[config.mk]
export PLATFORM = sky130hd
export DESIGN_NAME = timelock_multisig_script_matcher
export DESIGN_NICKNAME = d
export VERILOG_FILES = /design/src/sv/tlms_pkg.sv /design/src/sv/tlms_ram.sv /design/src/sv/tlms_front.sv /design/src/sv/tlms_fifo.sv /design/src/sv/tlms_back.sv /design/src/sv/timelock_multisig_script_matcher.sv
export SDC_FILE = /design/constraint.sdc
export NUM_CORES = 1
export LEC_CHECK = 0
export BUFFER_PORTS_ARGS = -buffer_cell sky130_fd_sc_hd__buf_2
export CAP_MARGIN = 30
export CELL_PAD_IN_SITES_DETAIL_PLACEMENT = 1
export CELL_PAD_IN_SITES_GLOBAL_PLACEMENT = 1
export CORE_UTILIZATION = 40
export DETAILED_ROUTE_END_ITERATION = 10
export GPL_TIMING_DRIVEN = 0
export HOLD_SLACK_MARGIN = 0.03
export PLACE_DENSITY = 0.74
export SKIP_CTS_REPAIR_TIMING = 1
export SLEW_MARGIN = 20
export SYNTH_ARGS = -nofsm -noshare
export SYNTH_HDL_FRONTEND = slang
export SYNTH_SLANG_ARGS = --single-unit
[constraint.sdc]
create_clock -name clk -period 6.7 [get_ports clk]
set_input_delay 0.335 -clock clk [delete_from_list [all_inputs] [get_ports clk]]
set_output_delay 0.335 -clock clk [all_outputs]
set_load 0.05 [all_outputs]
[src/sv/tlms_pkg.sv]
// Shared types, constants and a helper function for the redeem script matcher.
package tlms_pkg;

    localparam int KEY_BYTES        = 33;
    localparam int MAX_HEIGHT_BYTES = 4;
    localparam int KEY_ADDR_W       = $clog2(KEY_BYTES);
    localparam int HLEN_W           = $clog2(MAX_HEIGHT_BYTES + 1);
    localparam int HEIGHT_W         = 32;
    localparam int LOCK_W           = 29;
    localparam int QUEUE_DEPTH      = 2;
    localparam int QPTR_W           = $clog2(QUEUE_DEPTH);
    localparam int QCNT_W           = $clog2(QUEUE_DEPTH + 1);

    localparam logic [HEIGHT_W-1:0] HEIGHT_LIMIT = 32'd500000000;

    localparam logic [7:0] OP_IF          = 8'h63;
    localparam logic [7:0] OP_CLTV        = 8'hb1;
    localparam logic [7:0] OP_DROP        = 8'h75;
    localparam logic [7:0] OP_PUSH33      = 8'h21;
    localparam logic [7:0] OP_CHECKSIG    = 8'hac;
    localparam logic [7:0] OP_ELSE        = 8'h67;
    localparam logic [7:0] OP_TWO         = 8'h52;
    localparam logic [7:0] OP_CHECKMULTI  = 8'hae;
    localparam logic [7:0] OP_BRANCH_END  = 8'h68;

    localparam logic [1:0] WHICH_NONE   = 2'd0;
    localparam logic [1:0] WHICH_FIRST  = 2'd1;
    localparam logic [1:0] WHICH_SECOND = 2'd2;

    localparam logic STATUS_ACCEPT = 1'b0;
    localparam logic STATUS_REJECT = 1'b1;

    typedef enum logic [4:0] {
        S_IF,
        S_LEN,
        S_HEIGHT,
        S_CLTV,
        S_DROP,
        S_PUSH1,
        S_KEY1,
        S_CHECKSIG,
        S_ELSE,
        S_TWO1,
        S_PUSHA,
        S_KEY1_AGAIN,
        S_PUSHB,
        S_KEY2,
        S_TWO2,
        S_CMS,
        S_ENDIF,
        S_DONE
    } tlms_step_t;

    typedef struct packed {
        logic [7:0]        key_byte;
        logic [1:0]        key_which;
        logic [5:0]        key_index;
        logic              check_key;
        logic              key_mismatch;
        logic              finished;
        logic              front_ok;
        logic [LOCK_W-1:0] lock_height;
    } tlms_item_t;

    function automatic logic [7:0] want_op(input tlms_step_t step);
        logic [7:0] op;
        case (step)
            S_IF:       op = OP_IF;
            S_CLTV:     op = OP_CLTV;
            S_DROP:     op = OP_DROP;
            S_PUSH1:    op = OP_PUSH33;
            S_CHECKSIG: op = OP_CHECKSIG;
            S_ELSE:     op = OP_ELSE;
            S_TWO1:     op = OP_TWO;
            S_PUSHA:    op = OP_PUSH33;
            S_PUSHB:    op = OP_PUSH33;
            S_TWO2:     op = OP_TWO;
            S_CMS:      op = OP_CHECKMULTI;
            S_ENDIF:    op = OP_BRANCH_END;
            default:    op = 8'h00;
        endcase
        return op;
    endfunction

endpackage

[src/sv/tlms_ram.sv]
// Generic single write port, single read port RAM with registered read data.
module tlms_ram #(
    parameter int WIDTH = 8,
    parameter int DEPTH = 33
) (
    input  logic                     clk,
    input  logic                     we,
    input  logic [$clog2(DEPTH)-1:0] waddr,
    input  logic [WIDTH-1:0]         wdata,
    input  logic                     re,
    input  logic [$clog2(DEPTH)-1:0] raddr,
    output logic [WIDTH-1:0]         rdata
);

    logic [WIDTH-1:0] mem [DEPTH];
    logic [WIDTH-1:0] rdata_reg;

    always_ff @(posedge clk)
    begin
        if (we)
        begin
            mem[waddr] <= wdata;
        end
        if (re)
        begin
            rdata_reg <= mem[raddr];
        end
    end

    assign rdata = rdata_reg;

endmodule

[src/sv/tlms_front.sv]
// Front end: accepts script bytes, walks the template and stores the first key.
module tlms_front (
    input  logic                clk,
    input  logic                rst_n,
    input  logic                push,
    output logic                full,
    input  logic [7:0]          script_byte,
    input  logic                last_byte,
    output logic                item_valid,
    input  logic                item_ready,
    output tlms_pkg::tlms_item_t item
);
    import tlms_pkg::*;

    localparam logic [KEY_ADDR_W-1:0] KEY_LAST = KEY_ADDR_W'(KEY_BYTES - 1);

    tlms_step_t              step_reg, step_next;
    logic [KEY_ADDR_W-1:0]   bif_reg, bif_next, bif_inc;
    logic [HLEN_W-1:0]       hlen_reg, hlen_next;
    logic [HEIGHT_W-1:0]     accum_reg, accum_next;
    logic                    failed_reg, failed_next;
    logic                    item_valid_reg;
    tlms_item_t              item_reg, item_d;
    logic                    accept, ok;
    logic                    key_write, key_read;
    logic [7:0]              stored_byte;

    assign full   = item_valid_reg && !item_ready;
    assign accept = push && !full;

    always_comb
    begin
        step_next   = step_reg;
        bif_next    = bif_reg;
        hlen_next   = hlen_reg;
        accum_next  = accum_reg;
        failed_next = failed_reg;
        bif_inc     = bif_reg + KEY_ADDR_W'(1);
        key_write   = 1'b0;
        key_read    = 1'b0;
        item_d      = '0;
        if (!failed_reg)
        begin
            case (step_reg)
                S_LEN:
                begin
                    if (script_byte < 8'd1 || script_byte > 8'(MAX_HEIGHT_BYTES))
                    begin
                        failed_next = 1'b1;
                    end
                    else
                    begin
                        hlen_next  = script_byte[HLEN_W-1:0];
                        accum_next = '0;
                        bif_next   = '0;
                        step_next  = S_HEIGHT;
                    end
                end
                S_HEIGHT:
                begin
                    accum_next = accum_reg |
                                 (HEIGHT_W'(script_byte) << {bif_reg[1:0], 3'b000});
                    if (bif_inc >= KEY_ADDR_W'(hlen_reg))
                    begin
                        bif_next  = '0;
                        step_next = S_CLTV;
                    end
                    else
                    begin
                        bif_next = bif_inc;
                    end
                end
                S_KEY1, S_KEY1_AGAIN, S_KEY2:
                begin
                    if (bif_reg > KEY_LAST)
                    begin
                        failed_next = 1'b1;
                    end
                    else
                    begin
                        item_d.key_byte  = script_byte;
                        item_d.key_which = (step_reg == S_KEY2) ? WHICH_SECOND : WHICH_FIRST;
                        item_d.key_index = 6'(bif_reg);
                        item_d.check_key = (step_reg == S_KEY1_AGAIN);
                        key_write        = (step_reg == S_KEY1);
                        key_read         = (step_reg == S_KEY1_AGAIN);
                        if (bif_reg == KEY_LAST)
                        begin
                            bif_next  = '0;
                            step_next = tlms_step_t'(step_reg + 5'd1);
                        end
                        else
                        begin
                            bif_next = bif_inc;
                        end
                    end
                end
                S_DONE:
                begin
                    failed_next = 1'b1;
                end
                default:
                begin
                    if (script_byte == want_op(step_reg))
                    begin
                        step_next = tlms_step_t'(step_reg + 5'd1);
                    end
                    else
                    begin
                        failed_next = 1'b1;
                    end
                end
            endcase
        end
        ok = !failed_next && (step_next == S_DONE) && (accum_reg != '0) &&
             (accum_reg < HEIGHT_LIMIT);
        if (last_byte)
        begin
            item_d.finished    = 1'b1;
            item_d.front_ok    = ok;
            item_d.lock_height = ok ? accum_reg[LOCK_W-1:0] : '0;
            step_next   = S_IF;
            bif_next    = '0;
            hlen_next   = '0;
            accum_next  = '0;
            failed_next = 1'b0;
        end
    end

    always_ff @(posedge clk or negedge rst_n)
    begin
        if (!rst_n)
        begin
            step_reg       <= S_IF;
            bif_reg        <= '0;
            hlen_reg       <= '0;
            accum_reg      <= '0;
            failed_reg     <= 1'b0;
            item_valid_reg <= 1'b0;
        end
        else
        begin
            if (accept)
            begin
                step_reg   <= step_next;
                bif_reg    <= bif_next;
                hlen_reg   <= hlen_next;
                accum_reg  <= accum_next;
                failed_reg <= failed_next;
            end
            if (accept)
            begin
                item_valid_reg <= 1'b1;
            end
            else if (item_ready)
            begin
                item_valid_reg <= 1'b0;
            end
        end
    end

    always_ff @(posedge clk)
    begin
        if (accept)
        begin
            item_reg <= item_d;
        end
    end

    tlms_ram #(
        .WIDTH (8),
        .DEPTH (KEY_BYTES)
    ) u_key_store (
        .clk   (clk),
        .we    (accept && key_write),
        .waddr (bif_reg),
        .wdata (script_byte),
        .re    (accept && key_read),
        .raddr (bif_reg),
        .rdata (stored_byte)
    );

    always_comb
    begin
        item              = item_reg;
        item.key_mismatch = item_reg.check_key && (stored_byte != item_reg.key_byte);
    end

    assign item_valid = item_valid_reg;

    a_failed_sticky: assert property (@(posedge clk) disable iff (!rst_n)
        accept && failed_reg && !last_byte |=> failed_reg)
        else $error("failure flag cleared before the last byte");

    a_last_clears: assert property (@(posedge clk) disable iff (!rst_n)
        accept && last_byte |=> step_reg == S_IF && !failed_reg && bif_reg == '0)
        else $error("template state not cleared after the last byte");

endmodule

[src/sv/tlms_fifo.sv]
// Short queue of classified items between the front and back ends.
module tlms_fifo (
    input  logic                 clk,
    input  logic                 rst_n,
    input  logic                 wr_valid,
    output logic                 wr_ready,
    input  tlms_pkg::tlms_item_t wr_item,
    output logic                 rd_valid,
    input  logic                 rd_ready,
    output tlms_pkg::tlms_item_t rd_item
);
    import tlms_pkg::*;

    tlms_item_t          entry_reg [QUEUE_DEPTH];
    logic [QPTR_W-1:0]   wptr_reg, rptr_reg;
    logic [QCNT_W-1:0]   count_reg;
    logic                do_wr, do_rd;

    assign wr_ready = count_reg < QCNT_W'(QUEUE_DEPTH);
    assign rd_valid = count_reg != '0;
    assign do_wr    = wr_valid && wr_ready;
    assign do_rd    = rd_valid && rd_ready;
    assign rd_item  = entry_reg[rptr_reg];

    always_ff @(posedge clk or negedge rst_n)
    begin
        if (!rst_n)
        begin
            wptr_reg  <= '0;
            rptr_reg  <= '0;
            count_reg <= '0;
        end
        else
        begin
            if (do_wr)
            begin
                wptr_reg <= (wptr_reg == QPTR_W'(QUEUE_DEPTH - 1)) ? '0 : wptr_reg + 1'b1;
            end
            if (do_rd)
            begin
                rptr_reg <= (rptr_reg == QPTR_W'(QUEUE_DEPTH - 1)) ? '0 : rptr_reg + 1'b1;
            end
            if (do_wr && !do_rd)
            begin
                count_reg <= count_reg + 1'b1;
            end
            else if (do_rd && !do_wr)
            begin
                count_reg <= count_reg - 1'b1;
            end
        end
    end

    always_ff @(posedge clk)
    begin
        if (do_wr)
        begin
            entry_reg[wptr_reg] <= wr_item;
        end
    end

endmodule

[src/sv/tlms_back.sv]
// Back end: applies the key repeat check, suppresses echoes after it fails, drives results.
module tlms_back (
    input  logic                          clk,
    input  logic                          rst_n,
    input  logic                          in_valid,
    output logic                          in_ready,
    input  tlms_pkg::tlms_item_t          in_item,
    output logic                          empty,
    input  logic                          pop,
    output logic [7:0]                    key_byte,
    output logic [1:0]                    key_which,
    output logic [5:0]                    key_index,
    output logic                          finished,
    output logic                          status,
    output logic [tlms_pkg::LOCK_W-1:0]   lock_height
);
    import tlms_pkg::*;

    logic               out_valid_reg;
    logic               failed_reg, failed_next;
    logic               take, fail_now, ok;
    logic [7:0]         key_byte_reg, key_byte_next;
    logic [1:0]         key_which_reg, key_which_next;
    logic [5:0]         key_index_reg, key_index_next;
    logic               finished_reg, status_reg, status_next;
    logic [LOCK_W-1:0]  lock_reg, lock_next;

    assign in_ready = !out_valid_reg || pop;
    assign take     = in_valid && in_ready;

    always_comb
    begin
        fail_now = failed_reg || in_item.key_mismatch;
        ok       = in_item.front_ok && !fail_now;
        if (failed_reg)
        begin
            key_byte_next  = '0;
            key_which_next = WHICH_NONE;
            key_index_next = '0;
        end
        else
        begin
            key_byte_next  = in_item.key_byte;
            key_which_next = in_item.key_which;
            key_index_next = in_item.key_index;
        end
        if (in_item.finished)
        begin
            status_next = ok ? STATUS_ACCEPT : STATUS_REJECT;
            lock_next   = ok ? in_item.lock_height : '0;
            failed_next = 1'b0;
        end
        else
        begin
            status_next = STATUS_ACCEPT;
            lock_next   = '0;
            failed_next = fail_now;
        end
    end

    always_ff @(posedge clk or negedge rst_n)
    begin
        if (!rst_n)
        begin
            out_valid_reg <= 1'b0;
            failed_reg    <= 1'b0;
        end
        else
        begin
            if (take)
            begin
                out_valid_reg <= 1'b1;
                failed_reg    <= failed_next;
            end
            else if (pop)
            begin
                out_valid_reg <= 1'b0;
            end
        end
    end

    always_ff @(posedge clk)
    begin
        if (take)
        begin
            key_byte_reg  <= key_byte_next;
            key_which_reg <= key_which_next;
            key_index_reg <= key_index_next;
            finished_reg  <= in_item.finished;
            status_reg    <= status_next;
            lock_reg      <= lock_next;
        end
    end

    assign empty       = !out_valid_reg;
    assign key_byte    = key_byte_reg;
    assign key_which   = key_which_reg;
    assign key_index   = key_index_reg;
    assign finished    = finished_reg;
    assign status      = status_reg;
    assign lock_height = lock_reg;

    a_no_key_fields: assert property (@(posedge clk) disable iff (!rst_n)
        out_valid_reg && key_which_reg == WHICH_NONE |-> key_byte_reg == '0 && key_index_reg == '0)
        else $error("key fields set on a result without a key byte");

    a_unfinished_quiet: assert property (@(posedge clk) disable iff (!rst_n)
        out_valid_reg && !finished_reg |-> status_reg == STATUS_ACCEPT && lock_reg == '0)
        else $error("verdict fields set on an unfinished result");

    a_reject_no_height: assert property (@(posedge clk) disable iff (!rst_n)
        out_valid_reg && status_reg == STATUS_REJECT |-> lock_reg == '0)
        else $error("lock height reported on a rejected script");

    a_index_range: assert property (@(posedge clk) disable iff (!rst_n)
        out_valid_reg |-> key_index_reg < 6'(KEY_BYTES))
        else $error("key index out of range");

endmodule

[src/sv/timelock_multisig_script_matcher.sv]
// Top level of the time-locked two-party redeem script matcher.
//
//   channel   direction  transfer when     payload
//   input     in         push && !full     script_byte, last_byte
//   result    out        pop && !empty     key_byte, key_which, key_index, finished,
//                                          status, lock_height
//
// One script byte is taken per cycle while full is low, and each gives exactly one result
// on the result ports, after the front item register, the queue entry and the result
// register. The front end takes a byte every cycle unless full; the registered read of the
// 33-entry first key store lines up with the front item register for the key repeat
// check, and a two-entry queue decouples it from the result register.
// Reset clears all control state at once; the key store needs no clearing pass.
// A stalled result side fills the queue, after which full rises.
module timelock_multisig_script_matcher (
    input  logic                         clk,
    input  logic                         rst_n,
    input  logic                         push,
    output logic                         full,
    input  logic [7:0]                   script_byte,
    input  logic                         last_byte,
    output logic                         empty,
    input  logic                         pop,
    output logic [7:0]                   key_byte,
    output logic [1:0]                   key_which,
    output logic [5:0]                   key_index,
    output logic                         finished,
    output logic                         status,
    output logic [tlms_pkg::LOCK_W-1:0]  lock_height
);
    import tlms_pkg::*;

    tlms_item_t  front_item, queue_item;
    logic        front_valid, front_ready;
    logic        queue_valid, queue_ready;

    tlms_front u_front (
        .clk         (clk),
        .rst_n       (rst_n),
        .push        (push),
        .full        (full),
        .script_byte (script_byte),
        .last_byte   (last_byte),
        .item_valid  (front_valid),
        .item_ready  (front_ready),
        .item        (front_item)
    );

    tlms_fifo u_queue (
        .clk      (clk),
        .rst_n    (rst_n),
        .wr_valid (front_valid),
        .wr_ready (front_ready),
        .wr_item  (front_item),
        .rd_valid (queue_valid),
        .rd_ready (queue_ready),
        .rd_item  (queue_item)
    );

    tlms_back u_back (
        .clk         (clk),
        .rst_n       (rst_n),
        .in_valid    (queue_valid),
        .in_ready    (queue_ready),
        .in_item     (queue_item),
        .empty       (empty),
        .pop         (pop),
        .key_byte    (key_byte),
        .key_which   (key_which),
        .key_index   (key_index),
        .finished    (finished),
        .status      (status),
        .lock_height (lock_height)
    );

endmodule

Word-level counts from Yosys, hierarchy flattened
Memory sizes are Yosys's and may differ from the RTL's. A register that Yosys moved wholly into a read port is not among the register bits.
Cells that the tools add are included.

storage, ports and cells
  logic and storage cells = 149
  bits in latches = 0
  bits in read-only memories = 256
  bits in registers = 149
  memories kept = 3
  RAM bits = 362
  input port bits = 13

cells by class
  order comparisons = 6
  equal/unequal tests = 14
  bitwise operators = 2
  reduce and logical (&&, ||, !) cells = 39
  add/subtract/negate cells = 6
  mux-type cells = 54
  shifts and indexed selects = 1
  multiply operators = 0
  divide/modulo/power cells = 0

memory list
  name                     depth  bits a word  read ports  clocked after memory_dff  write ports  line             source
  u_front.u_key_store.mem  33     8            1           1                         1            tlms_ram.sv:15   logic [WIDTH-1:0] mem [DEPTH];
  (name not given)         32     8            1           0                         0            tlms_pkg.sv:67   case (step)
  u_queue.entry_reg        2      49           1           0                         1            tlms_fifo.sv:14  tlms_item_t entry_reg [QUEUE_DEPTH];

operators by type and width
  operator                                                        count
  two-way mux 32 bit                                              3
  case mux 32 bit (2 select lines)                                1
  two-way mux 6 bit                                               6
  two-way mux 5 bit                                               7
  less-than comparator 32 x 29 -> 1 bit (second input constant)   1
  OR 32 bit                                                       1
  nonzero test 32 bit                                             1
  left shift 8 x 5 -> 32 bit                                      1
  two-way mux 31 bit                                              1
  two-way mux 29 bit                                              1
  two-way mux 1 bit                                               23
  case mux 5 bit (4 select lines)                                 1
  case mux 6 bit (3 select lines)                                 1
  two-way mux 8 bit                                               2
  logical AND 1 bit                                               13
  two-way mux 3 bit                                               4
  equality test 5 x 4 -> 1 bit (second input constant)            2
  equality test 5 bit (second input constant)                     2
  nonzero test 2 bit                                              5
  equality test 8 bit                                             1
  greater-than comparator 8 x 3 -> 1 bit (second input constant)  1
  less-than comparator 8 x 1 -> 1 bit (second input constant)     1
  inequality test 8 bit                                           1
  AND reduction 4 bit                                             2
  25 further kinds                                                40

Logic depth before layout (Yosys ltp)
  depth in word-level cells = 14
  gate-level depth with buffers = 13

Modules after synthesis
From an unflattened synthesis, not the netlist that was laid out.

second synthesis, totals
  cell total of the unflattened synthesis = 1371
  area, all modules = 22130.0 um2

by module, submodules not included
  module      cells each  area an instance (um2)  times used
  tlms_ram    594         10801.6                 1
  tlms_front  500         5456.5                  1
  tlms_fifo   170         3982.6                  1
  tlms_back   107         1889.3                  1

Worst setup path after synthesis
No wires, ideal clock.

  kind = reg2reg
  start = reg u_front.step_reg[1]
  end = reg u_front.item_reg, in the netlist u_front.item[0] (data pin)
  cell stages (with the launch flop) = 12
  path buffers = 1
  arrival = 2.945 ns
  slack = 3.491 ns
  clock period less this slack = 3.209 ns
  required time = 6.437 ns
  path through = dfrtp_1 inv_1 ha_1 nor3b_1 o21ai_1 xor2_1 nand3_1 or4_4 a32o_1 o2111ai_4 buf_6 nor3_2

on the way
  cells in the longest elaborated chain, start to end = 12
  elaborated cells between the ends (all ways) = 28
  classes of those cells = 1 x add/sub; 8 x eq/ne; 12 x mux; 6 x reduce/logical; 1 x memory

ends and longest elaborated chain
  what                                                                                       line               source
  from (decl)                                                                                tlms_front.sv:17   tlms_step_t step_reg, step_next;
  from (signal assigned)                                                                     tlms_front.sv:145  step_reg <= step_next;
  memory (32 x 8 bit)                                                                        n/a
  two-way mux 8 bit                                                                          tlms_front.sv:44   case (step_reg)
  two-way mux 8 bit                                                                          tlms_front.sv:42   if (!failed_reg)
  equality test 8 bit                                                                        tlms_front.sv:104  if (script_byte == want_op(step_reg))
  two-way mux 5 bit / two-way mux 1 bit (equally long branches)                              tlms_front.sv:104
  case mux 5 bit (4 select lines) / case mux 1 bit (4 select lines) (equally long branches)  tlms_front.sv:44
  two-way mux 5 bit / two-way mux 1 bit (equally long branches)                              tlms_front.sv:42
  equality test 5 bit / logical NOT 1 bit (equally long branches)                            tlms_front.sv:115  ok = !failed_next && (step_next == S_DONE) && (accum_reg != '0) &&
  logical AND 1 bit * (3 in a row)                                                           tlms_front.sv:115
  AND reduction 2 bit (no source line) *                                                     n/a
  to (signal assigned)                                                                       tlms_front.sv:166  item_reg <= item_d;
  to (decl)                                                                                  tlms_front.sv:23   tlms_item_t item_reg, item_d;

Mark *: on every way between the ends. The rest lies on a longest branch, timed or not. The select of a mux whose other input is x is not followed.
A chain may end at the register's enable or synchronous reset.

Worst setup path in the final report
  start = reg u_front.step_reg[1]
  end = reg u_front.item_reg, in the netlist u_front.item[21] (data pin)

Same word-level chain as after synthesis.

==> flow_summary.ini <==
[run_status]
status = completed

[flow_run]
cap_violations = 0

[worst_setup_path]
crit_type = reg -> reg
worst-path-buf-inv = 2
crit_family = simple AND/OR/NAND/NOR gates
start_kind = flop
slowest_stage = a22oi_1
cp.required_ps = 7040
end_kind = flop
crit_arrival_ps = 4670
startpoint = u_front.step_reg[1]
path_cells = inv_1 > ha_1 > nor3b_1 > o21ai_1 > xor2_1 > nand3_1 > nor4_2 > mux2i_1 > a22oi_1 > buf_2 > nor3_2
r2r_slack_ps = 2370
max_stage_delay_ps = 630
r2r_start = u_front.step_reg[1]
crit_path_max_fanout = 10

[die]
die_area_mm2 = 0.05255
dieHeight_um = 229.2
rows = 82
initial_utilization = 0.4083
ioPinCount = 62
dieWidth_um = 229.2
core_area_mm2 = 0.05058

[sta]
setup_viol = 0
final_max_slew_viol_count = 0
max_slew_margin = 0.3469
fin_crit_ps = 4326
hold_viol_final = 0
rsz0062_at_grt = no
tightest_slew_ps = 972.2
max_freq_mhz = 231.2
timing.hold.ws_ps = 53.71
setup_tns_ps = 0
period_share = 0.6457
skew_ps = 21.08

[logic_synthesis]
synth_commonest_cells = edfxtp_1 (463), nor2_1 (140), a22oi_1 (98)
yosysMostFrequentCell = edfxtp_1
syn_area_mm2 = 0.02065
synth_edf_count = 463
syn_nets = 1399
yosysSeqAreaShare = 0.7386
synth_flop_cell = edfxtp_1
ys_ff_latch = 517
yosys-top-cells-area = edfxtp_1 (67%), dfrtp_1 (6.5%), a22oi_1 (3.6%)
netlist_instances = 1372
yosysTopAreaCellShare = 0.6732
syn-mean-instance-area_um2 = 15.05
synth.distinct_cells = 68
yosys.area.top_type = edfxtp_1
ys_warn_count = 0
async_flop_share = 0.1044

[detailed_routing]
vias_per_cell = 5.646
post_drt_wl_per_cell_um = 23.82
m1WireLength_um = 22140
routed-wl-met2_um = 25920
wl_met3_um = 3465
drc = 0
ant_nets = 0
dr.pass1.iters = 5
drt_iter0_markers = 1005
highest_layer = met4
routed_wl_um = 52840
num_vias = 12522

[power_and_ir_drop]
p_total_mw = 9.544
leakage_nw = 8.053
ir_worst_vdd_mv = 0.2326
power_density_mw_per_mm2 = 401.6

[global_route]
grt_pass1_wl_um = 80110
grt_pass1_vias = 13129
grt_usage = 0.2012
antenna_found_initial = 0
grt_remaining_overflow = 0
grt_max_degree = 55

[finish]
area_growth_pct = 15.07
final_area_mm2 = 0.02377
multi_input_area_mm2 = 0.004960
final_layout_size_suffix_gt1_frac = 0.1449
largest_reg_flops = 264
fin_util = 0.4699
ff_latch_area_mm2 = 0.01525
nets = 1528
fillers = 5019
num_antenna_cells = 0

[hold_path]
hold_start = pop
min_path_type = in -> reg

[cts]
clkTransAtPathRegs_ps = 60
cts_tree = built
cts_root_buf = clkbuf_16
numCtsBuffers = 53
cts_buffer_depth = 3
clock_sinks = 517
clock_latency_ps = 600
cts_htree_levels = 2

[placement]
numPortBuffers = 61
place_congestion = 0.8707
dp_hpwl_um = 34590
place_area_mm2 = 0.02193
-- final timing paths --
| kind | endpoint | cells past startpoint |
|---|---|---|
| max | u_front.item[21] | 11 |
| min | u_back.out_valid_reg | 3 |
| max reg2reg | u_front.item[21] | 11 |
| min reg2reg | u_queue.entry_reg[1][1] | 0 |
| max in group asynchronous | u_front.step_reg[4] | 2 |
| min in group asynchronous | u_front.item_valid | 2 |
-- metrics by stage --
| step | cells | setup WS [ps] |
|---|---|---|
| 6_report | 2218 | 2374 |
| 5_1_grt | 2218 | 2172 |
| 4_1_cts | 2212 | 2518 |
| 3_5_place_dp | 2112 | 2506 |
| 3_3_place_gp | 2105 | 2235 |
| 2_1_floorplan | 1372 | 3491 |
-- where the power goes --
| group | switching [mW] | internal (mW) |
|---|---|---|
| clock network | 1.25 | 1.75 |
| registers | 0.181 | 4.05 |
| logic | 1.67 | 0.644 |
-- worst reg2reg max path: stages (launching register included) --
cell	delay, ps
dfrtp_1	520
inv_1	190
ha_1	260
nor3b_1	600
o21ai_1	180
xor2_1	170
nand3_1	250
nor4_2	560
mux2i_1	140
a22oi_1	630
buf_2	430
nor3_2	130
-- area by class of cell --
type,count,share of cell area
tap,672,0.03538
clock inverter,32,0.01506
buffer,85,0.01616
sequential,517,0.6419
clock buffer,68,0.05991
multi-input combinational,750,0.2087
timing repair buffer,74,0.01979
inverter,20,0.003159
-- cell usage in the layout, fill, tap and decap left out, types with 41 or more instances in the layout --
cell	n
edfxtp_1	463
nor2_1	139
a22oi_1	98
clkbuf_1	73
buf_2	69
a21oi_1	56
clkbuf_16	54
dfrtp_1	54
mux2i_1	51
nand3_1	46
o21ai_0	41
-- per-layer routing --
layer | track usage | up-vias
met4 | 0.07104 | 0
met5 | 0 | -
met1 | 0.2647 | 6390
met2 | 0.3337 | 413
li1 | - | 5628
met3 | 0.03710 | 91
-- logic make-up after synthesis --
logic type	share of synthesized area
and+or+nand+nor	0.09687
adders and majority gates	0.008481
buffers and inverters	0.02223
xor gates and xnor gates	0.009329
DFF	0.7386
AOI/OAI and AO/OA	0.09523
muxes	0.02926
No activity file was read; power rests on OpenSTA's default activity.
